<file path="src/rtl/asmmg_pkg.sv">
// Shared types and constants for the array sum, max, min and divisor block.
// No dependencies; imported by the controller, the datapath and the top level.
package asmmg_pkg;

  localparam int unsigned ELEMENT_BITS = 31;
  localparam int unsigned SUM_BITS     = 41;
  localparam int unsigned SHIFT_BITS   = $clog2(ELEMENT_BITS);

  typedef logic [ELEMENT_BITS-1:0] elem_t;
  typedef logic [SUM_BITS-1:0]     sum_t;
  typedef logic [SHIFT_BITS-1:0]   shift_t;

  localparam sum_t SUM_MAX = {SUM_BITS{1'b1}};

  typedef struct packed {
    logic [30:0] value;
    logic        last;
  } in_item_t;

  typedef struct packed {
    logic [40:0] total;
    logic [30:0] largest;
    logic [30:0] smallest;
    logic [30:0] common_divisor;
  } out_item_t;

  typedef enum logic {
    ST_IDLE,
    ST_GCD
  } ctrl_state_e;

  // Controller to datapath.
  typedef struct packed {
    logic load;          // take the input element, start a divisor run
    logic step;          // one subtract-and-halve step
    logic commit;        // write the divisor back
    logic commit_final;  // also fill the output register and clear state
  } dp_cmd_t;

  // Datapath to controller.
  typedef struct packed {
    logic gcd_done;
  } dp_status_t;

endpackage

</file>
<file path="src/rtl/asmmg_dp.sv">
// Datapath: running sum, maximum, minimum, divisor, the binary divisor loop
// and the output register. Depends on asmmg_pkg; driven by asmmg_ctrl.
module asmmg_dp (
  input  logic                  clk_i,
  input  logic                  rst_ni,
  input  asmmg_pkg::in_item_t   in_item_i,
  input  asmmg_pkg::dp_cmd_t    cmd_i,
  output asmmg_pkg::dp_status_t status_o,
  output asmmg_pkg::out_item_t  out_item_o
);
  import asmmg_pkg::*;

  sum_t      sum_q, sum_d;
  elem_t     max_q, max_d;
  elem_t     min_q, min_d;
  elem_t     gcd_q, gcd_d;
  logic      first_q, first_d;
  elem_t     ga_q, ga_d;
  elem_t     gb_q, gb_d;
  shift_t    k_q, k_d;
  out_item_t out_q;

  elem_t                 in_value;
  logic [SUM_BITS:0]     sum_ext;
  elem_t                 gcd_res;
  elem_t                 diff_ab;
  elem_t                 diff_ba;

  assign in_value = elem_t'(in_item_i.value);
  assign sum_ext  = {1'b0, sum_q} + {{(SUM_BITS + 1 - ELEMENT_BITS){1'b0}}, in_value};

  assign status_o.gcd_done = (ga_q == '0) || (gb_q == '0);
  assign gcd_res = ((ga_q == '0) ? gb_q : ga_q) << k_q;
  assign diff_ab = ga_q - gb_q;
  assign diff_ba = gb_q - ga_q;

  always_comb begin
    sum_d   = sum_q;
    max_d   = max_q;
    min_d   = min_q;
    gcd_d   = gcd_q;
    first_d = first_q;
    ga_d    = ga_q;
    gb_d    = gb_q;
    k_d     = k_q;
    if (cmd_i.load) begin
      if (first_q) begin
        max_d   = in_value;
        min_d   = in_value;
        first_d = 1'b0;
      end else begin
        if (in_value > max_q) max_d = in_value;
        if (in_value < min_q) min_d = in_value;
      end
      // saturate on carry out of the top bit
      sum_d = sum_ext[SUM_BITS] ? SUM_MAX : sum_ext[SUM_BITS-1:0];
      ga_d  = gcd_q;
      gb_d  = in_value;
      k_d   = '0;
    end
    if (cmd_i.step) begin
      if (!ga_q[0] && !gb_q[0]) begin
        ga_d = ga_q >> 1;
        gb_d = gb_q >> 1;
        k_d  = k_q + shift_t'(1);
      end else if (!ga_q[0]) begin
        ga_d = ga_q >> 1;
      end else if (!gb_q[0]) begin
        gb_d = gb_q >> 1;
      end else if (ga_q >= gb_q) begin
        ga_d = diff_ab >> 1;
      end else begin
        gb_d = diff_ba >> 1;
      end
    end
    if (cmd_i.commit) begin
      gcd_d = gcd_res;
    end
    if (cmd_i.commit_final) begin
      sum_d   = '0;
      max_d   = '0;
      min_d   = '0;
      gcd_d   = '0;
      first_d = 1'b1;
    end
  end

  always_ff @(posedge clk_i or negedge rst_ni) begin
    if (!rst_ni) begin
      sum_q   <= '0;
      max_q   <= '0;
      min_q   <= '0;
      gcd_q   <= '0;
      first_q <= 1'b1;
    end else begin
      sum_q   <= sum_d;
      max_q   <= max_d;
      min_q   <= min_d;
      gcd_q   <= gcd_d;
      first_q <= first_d;
    end
  end

  always_ff @(posedge clk_i) begin
    ga_q <= ga_d;
    gb_q <= gb_d;
    k_q  <= k_d;
    if (cmd_i.commit_final) begin
      out_q.total          <= 41'(sum_q);
      out_q.largest        <= 31'(max_q);
      out_q.smallest       <= 31'(min_q);
      out_q.common_divisor <= 31'(gcd_res);
    end
  end

  assign out_item_o = out_q;

endmodule

</file>
<file path="src/rtl/asmmg_ctrl.sv">
// Controller: sequences input acceptance, the divisor loop and the output
// register's valid flag. Depends on asmmg_pkg; commands asmmg_dp.
module asmmg_ctrl (
  input  logic                  clk_i,
  input  logic                  rst_ni,
  input  logic                  in_valid_i,
  input  logic                  in_last_i,
  output logic                  in_stall_o,
  output logic                  out_valid_o,
  input  logic                  out_stall_i,
  input  asmmg_pkg::dp_status_t status_i,
  output asmmg_pkg::dp_cmd_t    cmd_o
);
  import asmmg_pkg::*;

  ctrl_state_e state_q, state_d;
  logic        last_q, last_d;
  logic        out_valid_q, out_valid_d;
  logic        out_free;

  // output register can take a result this cycle
  assign out_free = !out_valid_q || !out_stall_i;

  always_comb begin
    state_d     = state_q;
    last_d      = last_q;
    cmd_o       = '0;
    in_stall_o  = 1'b1;
    out_valid_d = out_valid_q && out_stall_i;
    case (state_q)
      ST_IDLE: begin
        in_stall_o = 1'b0;
        if (in_valid_i) begin
          cmd_o.load = 1'b1;
          last_d     = in_last_i;
          state_d    = ST_GCD;
        end
      end
      ST_GCD: begin
        if (!status_i.gcd_done) begin
          cmd_o.step = 1'b1;
        end else if (!last_q) begin
          cmd_o.commit = 1'b1;
          state_d      = ST_IDLE;
        end else if (out_free) begin
          cmd_o.commit       = 1'b1;
          cmd_o.commit_final = 1'b1;
          out_valid_d        = 1'b1;
          state_d            = ST_IDLE;
        end
        // otherwise hold until the previous result is taken
      end
      default: begin
        state_d = ST_IDLE;
      end
    endcase
  end

  always_ff @(posedge clk_i or negedge rst_ni) begin
    if (!rst_ni) begin
      state_q     <= ST_IDLE;
      last_q      <= 1'b0;
      out_valid_q <= 1'b0;
    end else begin
      state_q     <= state_d;
      last_q      <= last_d;
      out_valid_q <= out_valid_d;
    end
  end

  assign out_valid_o = out_valid_q;

endmodule

</file>
<file path="src/rtl/array_sum_max_min_gcd.sv">
// Array sum, maximum, minimum and greatest common divisor over a stream.
// Input channel: in_valid_i / in_stall_o with in_item_i carrying one element
// and a last flag; a transfer happens when valid is high and stall is low.
// Output channel: out_valid_o / out_stall_i with out_item_o carrying total
// (saturated at 2^41-1), largest, smallest and common_divisor; one result is
// produced per array, after the element flagged last.
// Each element is transferred, then runs through the binary divisor loop in
// the datapath, one subtract-and-halve step per cycle, about 2 x 31 steps
// at most, and then has its divisor written back; the input stalls meanwhile.
// The result is loaded into an output register as the last element's divisor
// is written back; that write-back waits while an earlier result is still
// held in the register.
// A stalled result is held; the next array's elements are still taken, and
// only the write-back of its last element waits for the register to drain.
// Reset clears the running state, so the next element starts a new array,
// and drops any pending result.
// Depends on asmmg_pkg, asmmg_ctrl and asmmg_dp.
module array_sum_max_min_gcd (
  input  logic                 clk_i,
  input  logic                 rst_ni,
  input  logic                 in_valid_i,
  output logic                 in_stall_o,
  input  asmmg_pkg::in_item_t  in_item_i,
  output logic                 out_valid_o,
  input  logic                 out_stall_i,
  output asmmg_pkg::out_item_t out_item_o
);
  import asmmg_pkg::*;

  dp_cmd_t    cmd;
  dp_status_t status;

  asmmg_ctrl u_ctrl (
    .clk_i       (clk_i),
    .rst_ni      (rst_ni),
    .in_valid_i  (in_valid_i),
    .in_last_i   (in_item_i.last),
    .in_stall_o  (in_stall_o),
    .out_valid_o (out_valid_o),
    .out_stall_i (out_stall_i),
    .status_i    (status),
    .cmd_o       (cmd)
  );

  asmmg_dp u_dp (
    .clk_i      (clk_i),
    .rst_ni     (rst_ni),
    .in_item_i  (in_item_i),
    .cmd_i      (cmd),
    .status_o   (status),
    .out_item_o (out_item_o)
  );

`ifndef ASSERT_OFF
  // an accepted element keeps the input stalled while its divisor runs
  a_busy_after_accept: assert property (@(posedge clk_i) disable iff (!rst_ni)
    in_valid_i && !in_stall_o |=> in_stall_o)
    else $error("input not stalled after transfer");

  a_zero_divisor: assert property (@(posedge clk_i) disable iff (!rst_ni)
    out_valid_o && (out_item_o.common_divisor == '0) |->
      (out_item_o.total == '0) && (out_item_o.largest == '0))
    else $error("zero divisor with non-zero elements");

  a_ordering: assert property (@(posedge clk_i) disable iff (!rst_ni)
    out_valid_o |-> (out_item_o.largest >= out_item_o.smallest) &&
      (out_item_o.common_divisor <= out_item_o.largest))
    else $error("result fields out of order");
`endif

endmodule

</file>
<file path="config.mk">
export PLATFORM = sky130hd
export DESIGN_NAME = array_sum_max_min_gcd
export DESIGN_NICKNAME = d
export VERILOG_FILES = /design/src/rtl/asmmg_pkg.sv /design/src/rtl/asmmg_dp.sv /design/src/rtl/asmmg_ctrl.sv /design/src/rtl/array_sum_max_min_gcd.sv
export SDC_FILE = /design/constraint.sdc
export NUM_CORES = 1
export LEC_CHECK = 0
export ABC_AREA = 1
export BUFFER_PORTS_ARGS = -buffer_cell sky130_fd_sc_hd__buf_2
export CORE_ASPECT_RATIO = 1.25
export CORE_MARGIN = 3
export CORE_UTILIZATION = 26
export CTS_CLUSTER_SIZE = 10
export DETAILED_ROUTE_END_ITERATION = 16
export GPL_ROUTABILITY_DRIVEN = 1
export HOLD_SLACK_MARGIN = 0.03
export PLACE_DENSITY = 0.38
export SYNTH_ARGS = -nofsm -noshare
export SYNTH_HDL_FRONTEND = slang
export SYNTH_HIERARCHICAL = 1
export SYNTH_SLANG_ARGS = --single-unit
</file>
<file path="constraint.sdc">
create_clock -name clk_i -period 18.2 [get_ports clk_i]
set_input_delay 1.82 -clock clk_i [delete_from_list [all_inputs] [get_ports clk_i]]
set_output_delay 1.82 -clock clk_i [all_outputs]
set_load 0.1 [all_outputs]
</file>
==> results_dict.tcl <==
set metrics [dict create \
    cp.required_ps 18640 \
    cts_max_level 2 \
    insertion_delay_ps 600 \
    start_util_pct 26.3 \
    p_leak_nw 12.5 \
    cts_tree "built" \
    cts_made_buffers 44 \
    ys_async_sr_fraction_pct 40.7 \
    core_mm2 0.0888 \
    grt_max_degree 117 \
    clkTransAtPathRegs_ps 60 \
    grt_pass1_wl_um 150000 \
    fin_skew_ps 33.6 \
    r2r_start "u_dp/gb_q[2]$_DFF_P_" \
    grt_usage_pct 21.5 \
    synth_nets 3438 \
    p_int_mw 2.08 \
    num-fill-cells 9953 \
    min_path_type "reg -> reg" \
    drive_gt1_share_pct 9.54 \
    synth-edff-count 134 \
    dp_hpwl_um 78900 \
    setup_viol 0 \
    worstPathArrival_ps 5240 \
    grt_overflow 0 \
    tightest_slew_ps 1100 \
    rsz0062_at_grt "no" \
    ys.flop_type "dfrtp_1" \
    clockPowerShare_pct 19.9 \
    period_minus_slack_ps 4800 \
    first_pass_iters 6 \
    max-cap-violations 0 \
    gp_congestion 0.930 \
    seq_power_share_pct 25.4 \
    netlist_instances 3243 \
    max-slew-margin-rel_pct 26.6 \
    synth_area_mm2 0.0234 \
    finish.net_count 3554 \
    postCtsHoldBufs 0 \
    min_from "u_dp/min_q[12]$_DFFE_PN0P_" \
    cp_max_fo 41 \
    crit_path_start_kind "flop" \
    synth.yosys.seq_area_share_pct 37.7 \
    final_cell_mix "nand2_1 (815), nand3_1 (422), inv_1 (355)" \
    via_per_inst 4.91 \
    worstSetupPathType "reg -> reg" \
    fin_crit_sh_pct 26.3 \
    antenna_found_initial 1 \
    synth_cell_types 51 \
    crit_path_end_kind "flop" \
    status "completed" \
    route.detailed.drc 0 \
    route.vias.total 22445 \
    final_common_cell "nand2_1" \
    wirelength_um 102000 \
    clkSinkCount 339 \
    power_density_mw_per_mm2 157 \
    p_sw_share_pct 50.6 \
    root_buffer "clkbuf_16" \
    p_comb_share_pct 54.7 \
    ir_drop_mv 0.0774 \
    cts_setup_buffers 0 \
    ant_nets 0 \
    syn_avg_cell_area_um2 7.21 \
    power.total_mw 4.21 \
    critPathLaunch "u_dp/gb_q[2]$_DFF_P_" \
    ys_ff_latch 339 \
    cts_resized 0 \
    cts_buffer_depth 3 \
    wire_per_inst_um 22.2 \
    yosys_warnings 6 \
    die-area_mm2 0.0936 \
    rows 122 \
    io_buffers 171 \
    fp.dieW_um 274 \
    grt_pass1_vias 22386 \
    power.switching_mw 2.13 \
    slew_violations 0 \
    die_h_um 341 \
    finalSetupTns_ps 0 \
    fmax_mhz 209 \
    num_io_pins 172 \
    hold_viol_final 0 \
    drt_iter0_drc 1734 \
    area_growth_pct 14.5 \
    fin_util_pct 30.2 \
]
==> worst paths after layout <==
check,to,slack (ps),cells past startpoint
worst max-delay path,u_dp/min_q[26]$_DFFE_PN0P_,13400,15
worst min-delay path,u_dp/out_item_o[43]$_DFFE_PP_,450,0
worst max register to register,u_dp/min_q[26]$_DFFE_PN0P_,13400,15
worst min register to register,u_dp/out_item_o[43]$_DFFE_PP_,450,0
max in group asynchronous,u_dp/max_q[17]$_DFFE_PN0P_,15450,2
min in group asynchronous,u_dp/sum_q[22]$_DFFE_PN0P_,1320,1
==> registers in the layout (all words and copies together) (netlist names) <==
| name | flops |
|---|---|
| u_dp/k_q | 5 |
| u_dp/sum_q | 41 |
| u_ctrl/state_q | 1 |
| u_dp/ga_q | 31 |
| u_dp/gb_q | 31 |
| u_dp/first_q | 1 |
| u_dp/min_q | 31 |
| u_dp/out_item_o | 134 |
| u_ctrl/out_valid_o | 1 |
| u_dp/max_q | 31 |
| u_ctrl/last_q | 1 |
| u_dp/gcd_q | 31 |
==> layer usage <==
metal / track usage [%] / routed length (um) / vias up
met3: 2.05 / 3690 / 145
li1: - / - / 11031
met1: 26.3 / 42100 / 10717
met5: 0 / 0 / -
met4: 8.07 / 4120 / 0
met2: 38.7 / 51800 / 552
==> cell usage after synthesis (8+ instances only) <==
cell	instances	area [um^2]
nand2_2	8	50.1
o21a_1	15	113
dfxtp_1	67	1340
a21o_1	12	90.1
nor3_1	23	115
or2_2	25	156
ha_1	156	1950
nand3_1	422	2110
o21ai_0	215	1080
a31oi_1	12	75.1
edfxtp_1	134	4020
o21bai_1	16	120
inv_1	355	1330
buf_1	18	67.6
inv_2	9	33.8
nor4_1	12	75.1
xor2_1	54	473
dfrtp_1	137	3430
buf_2	12	60.1
and2_1	14	87.6
a21oi_1	254	1270
a22oi_1	17	128
nand2_1	816	3060
nand4_1	24	150
xnor2_1	11	96.3
o22ai_1	12	75.1
clkbuf_1	87	327
nor2_1	229	860
a21boi_1	16	120
==> layout make-up <==
| cell class | instances | area, um^2 | area share, % |
|---|---|---|---|
| diodes | 2 | 5.00 | 0.0187 |
| clock buffers | 68 | 1210 | 4.52 |
| clock inverters | 14 | 134 | 0.500 |
| inverters | 365 | 1370 | 5.11 |
| multi-input cells | 2407 | 12700 | 47.3 |
| flip-flops and latches | 339 | 8820 | 32.9 |
| well taps | 1178 | 1470 | 5.50 |
| repair buffers | 202 | 1110 | 4.13 |
==> power by group through the flow <==
stage          Sequential, mW  Clock (mW)  Combinational [mW]
2_1_floorplan           0.994           0                1.55
3_3_place_gp             1.09           0                2.30
3_5_place_dp             1.08           0                2.28
4_1_cts                  1.07       0.870                2.29
5_1_grt                  1.08       0.893                2.55
6_report                 1.07       0.837                2.30
==> logic make-up (layout without fill, tap and decap cells) <==
| logic type | Yosys count | after routing | share of synthesized area (%) |
|---|---|---|---|
| buffers and inverters | 497 | 649 | 8.29 |
| DFF | 339 | 339 | 37.7 |
| other | 0 | 2 | 0 |
| and+or+nand+nor | 1595 | 1595 | 29.3 |
| AOI/OAI and AO/OA | 588 | 588 | 13.7 |
| adders and majority gates | 159 | 159 | 8.60 |
| xor gates and xnor gates | 65 | 65 | 2.43 |
==> worst max-delay path, cell delays in order, from the launching register on <==
cell	delay (ps)
dfxtp_1	410
nor4_1	400
nand4_1	380
o22ai_1	490
nand2_1	130
inv_2	90
nand2_2	70
nor2_4	140
nor2_4	50
buf_4	290
inv_1	740
buf_4	420
nand2_2	300
buf_4	390
nor2_1	200
a21oi_1	60
==> stage by stage <==
step	cells	setup WS, ps	hold WS (ps)	instance area (um^2)
floorplan	3243	11360	425	23400
CTS	4573	13330	455	26800
detailed placement	4491	13050	441	25400
global placement	4491	13100	431	25400
global route	4573	13120	467	26800
finish	4575	13400	455	26800
Power figures use the tool's default switching activity.
